File: src/design/dsd_pkg.sv
package dsd_pkg;

   localparam int NUM_ENTRIES_DEF   = 64;
   localparam int MAX_ENTRY_LEN_DEF = 32;

   typedef enum logic [1:0] {
      KIND_BYTE = 2'd0,
      KIND_OK   = 2'd1,
      KIND_BAD  = 2'd2
   } kind_type;

   typedef enum logic [1:0] {
      PH_COUNT = 2'd0,
      PH_LIT   = 2'd1,
      PH_ID    = 2'd2
   } phase_type;

   typedef enum logic [2:0] {
      ST_IDLE,
      ST_SEARCH_RD,
      ST_SEARCH_CMP,
      ST_EXP_RD,
      ST_EXP_OUT,
      ST_FINISH
   } back_state_type;

   typedef struct packed {
      logic        is_load;
      logic        slot_ok;
      logic [5:0]  slot;
      logic [31:0] tag;
      logic [7:0]  len;
      logic        off_ok;
      logic [4:0]  off;
      logic [7:0]  data;
      logic        last;
   } cmd_type;

endpackage

File: src/design/dsd_queue.sv
module dsd_queue
   import dsd_pkg::*;
(
   input  logic    clock,
   input  logic    reset,
   input  logic    push,
   input  cmd_type push_cmd,
   output logic    full,
   input  logic    pop,
   output logic    not_empty,
   output cmd_type head_cmd
);

   cmd_type    mem_ff [2];
   logic       wr_ptr_ff, wr_ptr_in;
   logic       rd_ptr_ff, rd_ptr_in;
   logic [1:0] count_ff, count_in;

   assign full      = (count_ff == 2'd2);
   assign not_empty = (count_ff != 2'd0);
   assign head_cmd  = mem_ff[rd_ptr_ff];

   always_comb begin
      wr_ptr_in = push ? ~wr_ptr_ff : wr_ptr_ff;
      rd_ptr_in = pop ? ~rd_ptr_ff : rd_ptr_ff;
      count_in  = count_ff + {1'b0, push} - {1'b0, pop};
   end

   always_ff @(posedge clock) begin
      if (reset) begin
         wr_ptr_ff <= 1'b0;
         rd_ptr_ff <= 1'b0;
         count_ff  <= 2'd0;
      end else begin
         wr_ptr_ff <= wr_ptr_in;
         rd_ptr_ff <= rd_ptr_in;
         count_ff  <= count_in;
      end
   end

   always_ff @(posedge clock) begin
      if (push) begin
         mem_ff[wr_ptr_ff] <= push_cmd;
      end
   end

endmodule

File: src/design/dsd_front.sv
module dsd_front
   import dsd_pkg::*;
#(
   parameter int NUM_ENTRIES   = NUM_ENTRIES_DEF,
   parameter int MAX_ENTRY_LEN = MAX_ENTRY_LEN_DEF
) (
   input  logic        clock,
   input  logic        reset,
   input  logic        req_valid,
   output logic        req_ready,
   input  logic        req_mode,
   input  logic [5:0]  req_slot,
   input  logic [31:0] req_entry_id,
   input  logic [5:0]  req_entry_length,
   input  logic [4:0]  req_entry_offset,
   input  logic [7:0]  req_data_byte,
   input  logic        req_last,
   input  logic        pop,
   output logic        cmd_valid,
   output cmd_type     cmd
);

   localparam logic [7:0] MaxLen = 8'(MAX_ENTRY_LEN);

   cmd_type new_cmd;
   logic    full;
   logic    push;

   assign req_ready = !full;
   assign push      = req_valid && req_ready;

   always_comb begin
      new_cmd.is_load = !req_mode;
      new_cmd.slot_ok = (13'(req_slot) < 13'(NUM_ENTRIES));
      new_cmd.slot    = req_slot;
      new_cmd.tag     = req_entry_id;
      new_cmd.len     = ({2'b0, req_entry_length} > MaxLen) ? MaxLen
                                                            : {2'b0, req_entry_length};
      new_cmd.off_ok  = ({3'b0, req_entry_offset} < MaxLen);
      new_cmd.off     = req_entry_offset;
      new_cmd.data    = req_data_byte;
      new_cmd.last    = req_last;
   end

   dsd_queue u_queue (
      .clock     (clock),
      .reset     (reset),
      .push      (push),
      .push_cmd  (new_cmd),
      .full      (full),
      .pop       (pop),
      .not_empty (cmd_valid),
      .head_cmd  (cmd)
   );

endmodule

File: config.mk
export PLATFORM = sky130hd
export DESIGN_NAME = dsd_front
export DESIGN_NICKNAME = d
export VERILOG_FILES = /design/src/design/dsd_pkg.sv /design/src/design/dsd_queue.sv /design/src/design/dsd_front.sv
export SDC_FILE = /design/constraint.sdc
export NUM_CORES = 1
export LEC_CHECK = 0
export BUFFER_PORTS_ARGS = -buffer_cell sky130_fd_sc_hd__buf_2
export CORE_MARGIN = 5
export CORE_UTILIZATION = 50
export CTS_BUF_LIST = sky130_fd_sc_hd__clkbuf_4 sky130_fd_sc_hd__clkbuf_8
export CTS_CLUSTER_SIZE = 14
export DETAILED_ROUTE_END_ITERATION = 8
export HOLD_SLACK_MARGIN = 0.15
export PLACE_DENSITY = 0.79
export REMOVE_ABC_BUFFERS = 1
export SYNTH_ARGS = -nofsm -noshare
export SYNTH_HDL_FRONTEND = slang
export SYNTH_HIERARCHICAL = 1
export SYNTH_SLANG_ARGS = --single-unit
export TNS_END_PERCENT = 100
File: constraint.sdc
create_clock -name clock -period 4 [get_ports clock]
set_input_delay 0.4 -clock clock [delete_from_list [all_inputs] [get_ports clock]]
set_output_delay 0.4 -clock clock [all_outputs]
set_load 0.01 [all_outputs]
==> flow_summary.ini, run 1 <==
[outcome]
status = complete, no violations

[power_and_ir_drop]
seqPwrFrac_pct = 51.3
power_density_nw_per_um2 = 556
p_sw_uw = 880
leakagePower_uw = 0.00263
clkPwrFrac_pct = 29.0
vdd_drop_max_mv = 0.327
p_int_uw = 2760
comb_power_share_pct = 19.6
swShare_pct = 24.2

[placement]
globalplace.congestion = 0.715
dp_slack_ns = 1.85
port_buffers = 127
place_area_sq_um = 5850
hpwl_mm = 5.38

[synthesis]
synth_area_sq_um = 5120
synthCells = 228
synth_cell_type_count = 16
yosysMostFrequentCell = edfxtp_1
synthArstFlopShare_pct = 0
synth_seq_cells = 131
ys_top_cells_by_count = edfxtp_1 (126), mux2_4 (60), nor2b_1 (9)
synth_area_leaders = edfxtp_1 (74%), mux2_4 (18%), buf_12 (2.3%), dfxtp_1 (2.0%), nor2b_1 (1.1%)
ys_seq_area_share_pct = 75.8
syn_avg_cell_area_sq_um = 22.5
yosys.area.top_type = edfxtp_1
synth.top_cell.area_share_pct = 73.8
yosysWarnings = 6
synth_edf_count = 126
ys.flop_type = edfxtp_1

[worst_setup_path]
r2r_slack_ns = 1.87
worstPathRequired_ns = 3.60
crit_path_start_kind = flip-flop
cp_max_fo = 63
crit_type = reg2out
cp-end-kind = output pin
arrival_ns = 2.11

[run]
cap_violations = 0

[final_layout]
drive_gt1_share_pct = 54.4
areaGrowthSynthToFinish_pct = 27.9
nets = 469
fin_area_sq_um = 6560
diodes = 0

[sta]
fin_crit_ns = 2.51
clock_skew_ns = 0.00785
setup_viol = 0
grt_setup_unrepaired = no
max_freq_mhz = 399
period_share_pct = 62.7
slew_headroom_pct = 20.0
max_slew.worst_pin.slew_ns = 1.20
finalSetupTns_ns = 0
maxSlewViolCount = 0
worst_slack_ns = 1.49
final_hold_viol_count = 0

[global_route]
antenna_found_initial = 1
gr-usage-all-layers_pct = 14.2
grt_max_degree = 64
overflow = 0
grt_pass1_vias = 2724
grt_pass1_wl_mm = 13.6

[clock_tree]
cts_root_buf = clkbuf_8
clockBufferDepth = 2
ctsResizeCount = 0
cts_num_sinks = 131
cts_tree = done
clkTransAtPathRegs_ns = 0.07
clock_latency_ns = 0.41
cts_buffers = 17
htree_num_levels = 4

[drt]
wl_per_cell_um = 15.4
viasPerCell = 4.58
ant_nets = 0
drcViolationCount = 0
wl_mm = 8.54
drtPass1Iterations = 4
dr_total_vias = 2531
first_iter_violations = 117

[die]
start_util_pct = 50.5
die_h_um = 111
coreArea_sq_um = 10100
rows = 37
die_area_sq_um = 12400
io-pin-count = 128
die_w_um = 111

[worst_hold_path]
min-delay-path-class = in2reg
==> worst max-delay path: stages, from the launching register on <==
cell,delay (ns)
dfxtp_4,1.12
mux2_4,0.36
buf_2,0.14
==> cell type report <==
cell class	count	area (sq um)
sequential	131	3890
fill	741	3580
multi-input combinational	91	1120
timing repair buffer	159	966
clock buffer	22	284
tap	136	170
clock inverter	10	109
inverter	4	15.0
==> kinds of logic after synthesis <==
logic type                 count (synthesis)  share of synthesized area [%]
other                                      2                          0.147
buffers and inverters                     12                           2.93
and+or+nand+nor                           15                           1.64
muxes                                     63                           18.2
adders and majority gates                  2                          0.488
DFF                                      131                           75.8
xor gates and xnor gates                   3                          0.781
==> flip-flops by register name (all words and copies together) (netlist names), named ones only <==
signal	cells
u_queue/count_ff	2
u_queue/mem_ff	126
u_queue/rd_ptr_ff	1
u_queue/wr_ptr_ff	1
==> metal layers <==
| metal | GRT usage (%) | vias up | part of all wire, % |
|---|---|---|---|
| met3 | 6.06 | 13 | 6.6 |
| met5 | 0 | - | 0.15 |
| li1 | - | 1220 | - |
| met4 | 4.87 | 2 | 1.2 |
| met1 | 16.4 | 1216 | 41 |
| met2 | 23.8 | 80 | 51 |
==> stage by stage <==
step / util, % / total power (uW) / hold slack (ns) / cells
6_report: 64.7 / 3640 / 0.187 / 553
5_1_grt: 64.7 / 3840 / 0.150 / 553
4_1_cts: 63.1 / 3690 / 0.150 / 537
3_5_place_dp: 57.7 / 2610 / 0.502 / 490
3_3_place_gp: 57.7 / 2580 / 0.495 / 490
2_1_floorplan: - / 2340 / 0.472 / 226
==> placed cells by master (no fill, tap or decap) <==
cell type      instances
and2_4                 1
clkinv_2               5
mux2_4                60
ha_1                   2
or2_2                  1
dfxtp_4                1
dlygate4sd3_1         31
mux2_2                 3
clkinv_4               1
clkbuf_4               3
xnor3_1                1
buf_12                 1
xnor2_1                2
clkinvlp_4             2
nor2b_1                8
dfxtp_1                4
conb_1                 8
inv_1                  4
edfxtp_1             126
bufinv_16              2
nor2b_4                1
clkbuf_8              19
buf_2                127
nor2_1                 4
==> final timing paths <==
path                                     startpoint                     to  depth (start not counted)
worst max-delay path                      flip-flop                cmd[22]                          2
worst min-delay path            req_entry_offset[0]   u_queue/mem_ff[0][9]                          1
worst min register to register    u_queue/rd_ptr_ff              flip-flop                          2
worst max register to register  u_queue/count_ff[1]  u_queue/mem_ff[0][34]                          4
==> timing repair <==
item,4_1_cts,5_1_grt
hold buffers,15,16
endpoints found under the hold margin,28,30
setup buffers,0,0
endpoints found under the setup margin,0,0
==> power groups by stage <==
stage | clock [uW] | sequential, uW | combinational, uW
6_report | 1060 | 1870 | 715
5_1_grt | 1160 | 1900 | 779
4_1_cts | 1100 | 1870 | 719
3_5_place_dp | 0 | 1900 | 705
3_3_place_gp | 0 | 1890 | 693
2_1_floorplan | 0 | 1890 | 454
Power figures use the tool's default switching activity.
==> run 2: changes to the inputs <==
- clock period: 4 -> 2.25 ns (I/O delays scaled with it)
==> run 2 against run 1 <==
  * First-iteration DRC count decreased by 34%
  * Worst setup slack worse by 1.0 ns
  * Power increased by 77%
  * Hold slack gained 0.13 ns
  * Clock skew is essentially flat
  * Largest power group unchanged
==> flow_summary.ini, run 2 (same netlist as run 1, synthesis figures left out) <==
[worst_setup_path]
r2r-start = u_queue/count_ff[1]
crit_buf_inv = 2
slowest_delay_ns = 0.37
path_cells = buf_12 -> mux2_2 -> buf_2
reg2reg_depth = 4
rr_endpoint = u_queue/mem_ff[0][55]
arrival_ns = 1.56
crit_family = buffers and inverters
r2r_slack_ns = 0.48
crit_path_start_kind = flip-flop
worstPathRequired_ns = 2.03
cp-end-kind = output pin
critPathSlowestCell = dfxtp_4
crit_type = reg2out
cp_max_fo = 35

[final_layout]
largest_reg_flops = 126
diodes = 0
fin_area_sq_um = 6870
nets = 504
areaGrowthSynthToFinish_pct = 34.1
drive_gt1_share_pct = 50.0
final_common_cell = buf_2
reg_top3 = u_queue/mem_ff x126, u_queue/count_ff x2
layout.cells.non_filler = 588
layout_common_cells = buf_2 (127), edfxtp_1 (126), dlygate4sd3_1 (61), mux2_4 (60), clkbuf_8 (17)
regMostFlops = u_queue/mem_ff

[worst_hold_path]
min_to = u_queue/wr_ptr_ff
min-delay-path-class = in2reg
worstHoldStart = req_valid
hold_depth = 4

[placement]
port_buffers = 127
globalplace.congestion = 0.699
dp_cells = 495
hpwl_mm = 5.64
place_area_sq_um = 5900
dp_slack_ns = 0.505

[drt]
route.met2.wl_mm = 4.59
ant_nets = 0
viasPerCell = 4.57
first_iter_violations = 77
drcViolationCount = 0
wl_mm = 8.83
dr_wl_met3_um = 498
m1WireLength_mm = 3.66
wl_per_cell_um = 15.0
top_layer = met4
drtPass1Iterations = 4
dr_total_vias = 2688

[global_route]
grt_pass1_vias = 2894
overflow = 0
grt_pass1_wl_mm = 14.5
gr-usage-all-layers_pct = 15.1
grt_max_degree = 36
antenna_found_initial = 0

[clock_tree]
clkTransAtPathRegs_ns = 0.07
cts_num_sinks = 131
cts_root_buf = clkbuf_8
clock_latency_ns = 0.41
clockBufferDepth = 2
htree_num_levels = 4
ctsResizeCount = 0
cts_setup_buffers = 0
cts_buffers = 17
cts_tree = done
hold_buffers = 61

[power_and_ir_drop]
leakagePower_uw = 0.00276
p_total_uw = 6430
power_density_nw_per_um2 = 936
vdd_drop_max_mv = 0.718

[die]
start_util_pct = 50.5
rows = 37
die_area_sq_um = 12400
io-pin-count = 128
die_w_um = 111
die_h_um = 111
coreArea_sq_um = 10100

[sta]
grt_setup_unrepaired = no
period_share_pct = 79.3
clock_skew_ns = 0.00819
hold_ws_ns = 0.320
setup_viol = 0
max_freq_mhz = 561
final_hold_viol_count = 0
maxSlewViolCount = 0
fin_crit_ns = 1.78
worst_slack_ns = 0.467

[run]
cap_violations = 0

[outcome]
status = complete, no violations
==> run 2: cell count changes in the layout (fill, tap and decap cells not counted), sizes merged <==
cell and delta:
clkbuf -4, clkinv +3, clkinvlp +1, dlygate4sd3 +30, buf +5
==> run 2: worst register-to-register path: cells and delay by family, from the launching register on <==
family                 cells  cell delay [ns]
flip-flops                 1             0.34
buffers and inverters      1             0.39
AND/OR/NAND/NOR            3             0.66
==> run 2: cell type report <==
type	instances	area, sq um
clock buffer	18	241
clock inverter	14	120
fill	690	3260
inverter	4	15.0
multi-input combinational	91	1120
sequential	131	3890
tap	136	170
timing repair buffer	194	1320
==> run 2: worst max-delay path by stage <==
stage | to | slack, ns | cells past startpoint
floorplan | u_queue/mem_ff[0][0] | -1.75 | 3
global placement | u_queue/mem_ff[1][53] | 0.55 | 4
detailed placement | u_queue/mem_ff[1][27] | 0.50 | 4
CTS | cmd[0] | 0.41 | 3
global route | cmd[0] | 0.37 | 3
finish | cmd[0] | 0.47 | 3
==> run 2: power by group <==
| part | switching, uW | internal (uW) |
|---|---|---|
| Sequential | 108 | 3160 |
| Combinational | 668 | 722 |
| Clock | 813 | 965 |
==> run 2: per-layer routing <==
layer | up-vias | global-route usage, %
met1 | 1305 | 17.7
met5 | - | 0
li1 | 1292 | -
met2 | 83 | 25.4
met4 | 0 | 5.35
met3 | 8 | 5.90
==> run 2: per-stage QoR <==
| stage | util, % | TNS [ns] |
|---|---|---|
| 5_1_grt | 67.8 | 0 |
| 2_1_floorplan | - | -187.69 |
| 6_report | 67.8 | 0 |
| 3_3_place_gp | 58.2 | 0 |
| 3_5_place_dp | 58.2 | 0 |
| 4_1_cts | 67.8 | 0 |
==> run 3: changes to the inputs <==
- CORE_UTILIZATION: 50 -> 55
- PLACE_DENSITY: 0.79 -> 0.82
- clock period: 2.25 -> 1.7 ns (I/O delays scaled with it)
==> run 3 against run 2 <==
  * The run now ends with negative setup slack left
  * Power grew 44%
  * Core utilization increased by 12 points
  * Count of clock-buffer cells in the layout unchanged
  * Combinational power up 63%
  * Die area is 8.3% lower
  * Critical path type unchanged
  * Largest cell class unchanged
==> flow_summary.ini, run 3 (same netlist as run 1, synthesis figures left out) <==
[worst_setup_path]
arrival_ns = 1.53
crit_family = flip-flops
critPathSlowestCell = dfxtp_4
path_cells = buf_16 -> mux2_4 -> buf_6
worstPathRequired_ns = 1.53
crit_type = reg2out
slowest_delay_ns = 0.40
cp-end-kind = output pin
crit_path_start_kind = flip-flop
crit_buf_inv = 2
cp_max_fo = 30

[drt]
first_iter_violations = 126
ant_nets = 0
wl_per_cell_um = 17.2
drtPass1Iterations = 4
dr_total_vias = 2725
drcViolationCount = 0
viasPerCell = 4.81
wl_mm = 9.77

[die]
rows = 35
io-pin-count = 128
die_area_sq_um = 11300
start_util_pct = 56.0
die_w_um = 107
die_h_um = 107
coreArea_sq_um = 9150

[placement]
globalplace.congestion = 0.676
port_buffers = 127
dp_cells = 473
hpwl_mm = 5.75
place_area_sq_um = 5930

[clock_tree]
cts_setup_buffers = 0
clockBufferDepth = 2
cts_buffers = 17
cts_num_sinks = 131
htree_num_levels = 4
clkTransAtPathRegs_ns = 0.07
clock_latency_ns = 0.42
cts_root_buf = clkbuf_8
cts_tree = done

[global_route]
grt_pass1_wl_mm = 15.0
gr-usage-all-layers_pct = 17.8
antenna_found_initial = 0
grt_max_degree = 48
grt_pass1_vias = 3062
overflow = 0

[final_layout]
largest_reg_flops = 126
layout.cells.non_filler = 567
reg_top3 = u_queue/mem_ff x126, u_queue/count_ff x2
utilization_pct = 79.6
multi_input_area_sq_um = 1130
final_common_cell = edfxtp_1
nets = 508
drive_gt1_share_pct = 51.5
layout_common_cells = edfxtp_1 (126), buf_2 (82), mux2_4 (63), dlygate4sd3_1 (62), buf_6 (45)
areaGrowthSynthToFinish_pct = 42.1
n_fill_cell = 463
diodes = 0
regArea_sq_um = 3890
fin_area_sq_um = 7280
regMostFlops = u_queue/mem_ff

[power_and_ir_drop]
p_sw_uw = 2330
swShare_pct = 25.1
comb_power_share_pct = 24.4
leakagePower_uw = 0.00293
p_int_uw = 6960
power_density_nw_per_um2 = 1280
vdd_drop_max_mv = 0.894
seqPwrFrac_pct = 46.6
clkPwrFrac_pct = 29.0

[sta]
period_share_pct = 100
final_hold_viol_count = 0
maxSlewViolCount = 0
max_freq_mhz = 588
worst_slack_ns = -0.000141
grt_setup_unrepaired = yes
setup_viol = 1
clock_skew_ns = 0.00924
fin_crit_ns = 1.70

[worst_hold_path]
min-delay-path-class = in2reg

[outcome]
status = finished with violations
violations = negative setup slack

[run]
cap_violations = 0
## run 3: power by group through the flow
stage                     Clock (uW)  Combinational [uW]  Sequential (uW)
final                           2700                2270             4330
after global placement             0                1790             4360
after CTS                       2750                2120             4330
after global routing            2900                2410             4380
after floorplan                    0                1070             4450
after detailed placement           0                1820             4400
## run 3: path summary, 6_finish.rpt
kind,endpoint,cells past startpoint,slack (ns),start
setup reg to reg,u_queue/mem_ff[0][21],4,0.17,u_queue/count_ff[1]
hold / removal,u_queue/wr_ptr_ff,5,0.33,req_valid
setup / recovery,cmd[29],3,-0.0001,flip-flop
hold reg to reg,u_queue/rd_ptr_ff,2,0.52,u_queue/rd_ptr_ff
## run 3: worst min-delay path, delay by kind of cell
| kind | cells | cell delay, ns |
|---|---|---|
| and+or+nand+nor | 2 | 0.19 |
| buffers and inverters | 2 | 0.24 |
| xor gates and xnor gates | 1 | 0.12 |
## run 3: per-layer routing
layer / vias to the layer above / GRT usage, % / routed length (um)
li1: 1307 / - / -
met1: 1315 / 18.8 / 3580
met2: 92 / 32.7 / 5520
met3: 11 / 6.07 / 576
met4: 0 / 6.39 / 91
met5: - / 0 / 0
## run 3: repair_timing
| item | in CTS | in global routing |
|---|---|---|
| endpoints found under the hold margin | 123 | 0 |
| gates cloned | 0 | 0 |
| resized for setup | 29 | 23 |
| hold buffers | 62 | 0 |
| endpoints found under the setup margin | 46 | 60 |
## run 3: final cells by class
type                       instances  share of cell area [%]
sequential                       131                    53.4
inverter                           4                   0.206
timing repair buffer             198                    23.2
tap                              111                    1.91
clock buffer                      18                    3.32
clock inverter                    14                    2.46
multi-input combinational         91                    15.6
## run 3: through the flow
step / total power (uW) / hold WS [ns] / TNS [ns] / setup slack, ns
6_report: 9290 / 0.334 / -0.000141 / -0.000141
5_1_grt: 9690 / 0.370 / -2.06 / -0.0805
4_1_cts: 9200 / 0.304 / -0.769 / -0.0391
3_5_place_dp: 6220 / 0.361 / 0 / 0.197
3_3_place_gp: 6140 / 0.358 / 0 / 0.240
2_1_floorplan: 5520 / 0.242 / -288.17 / -2.30
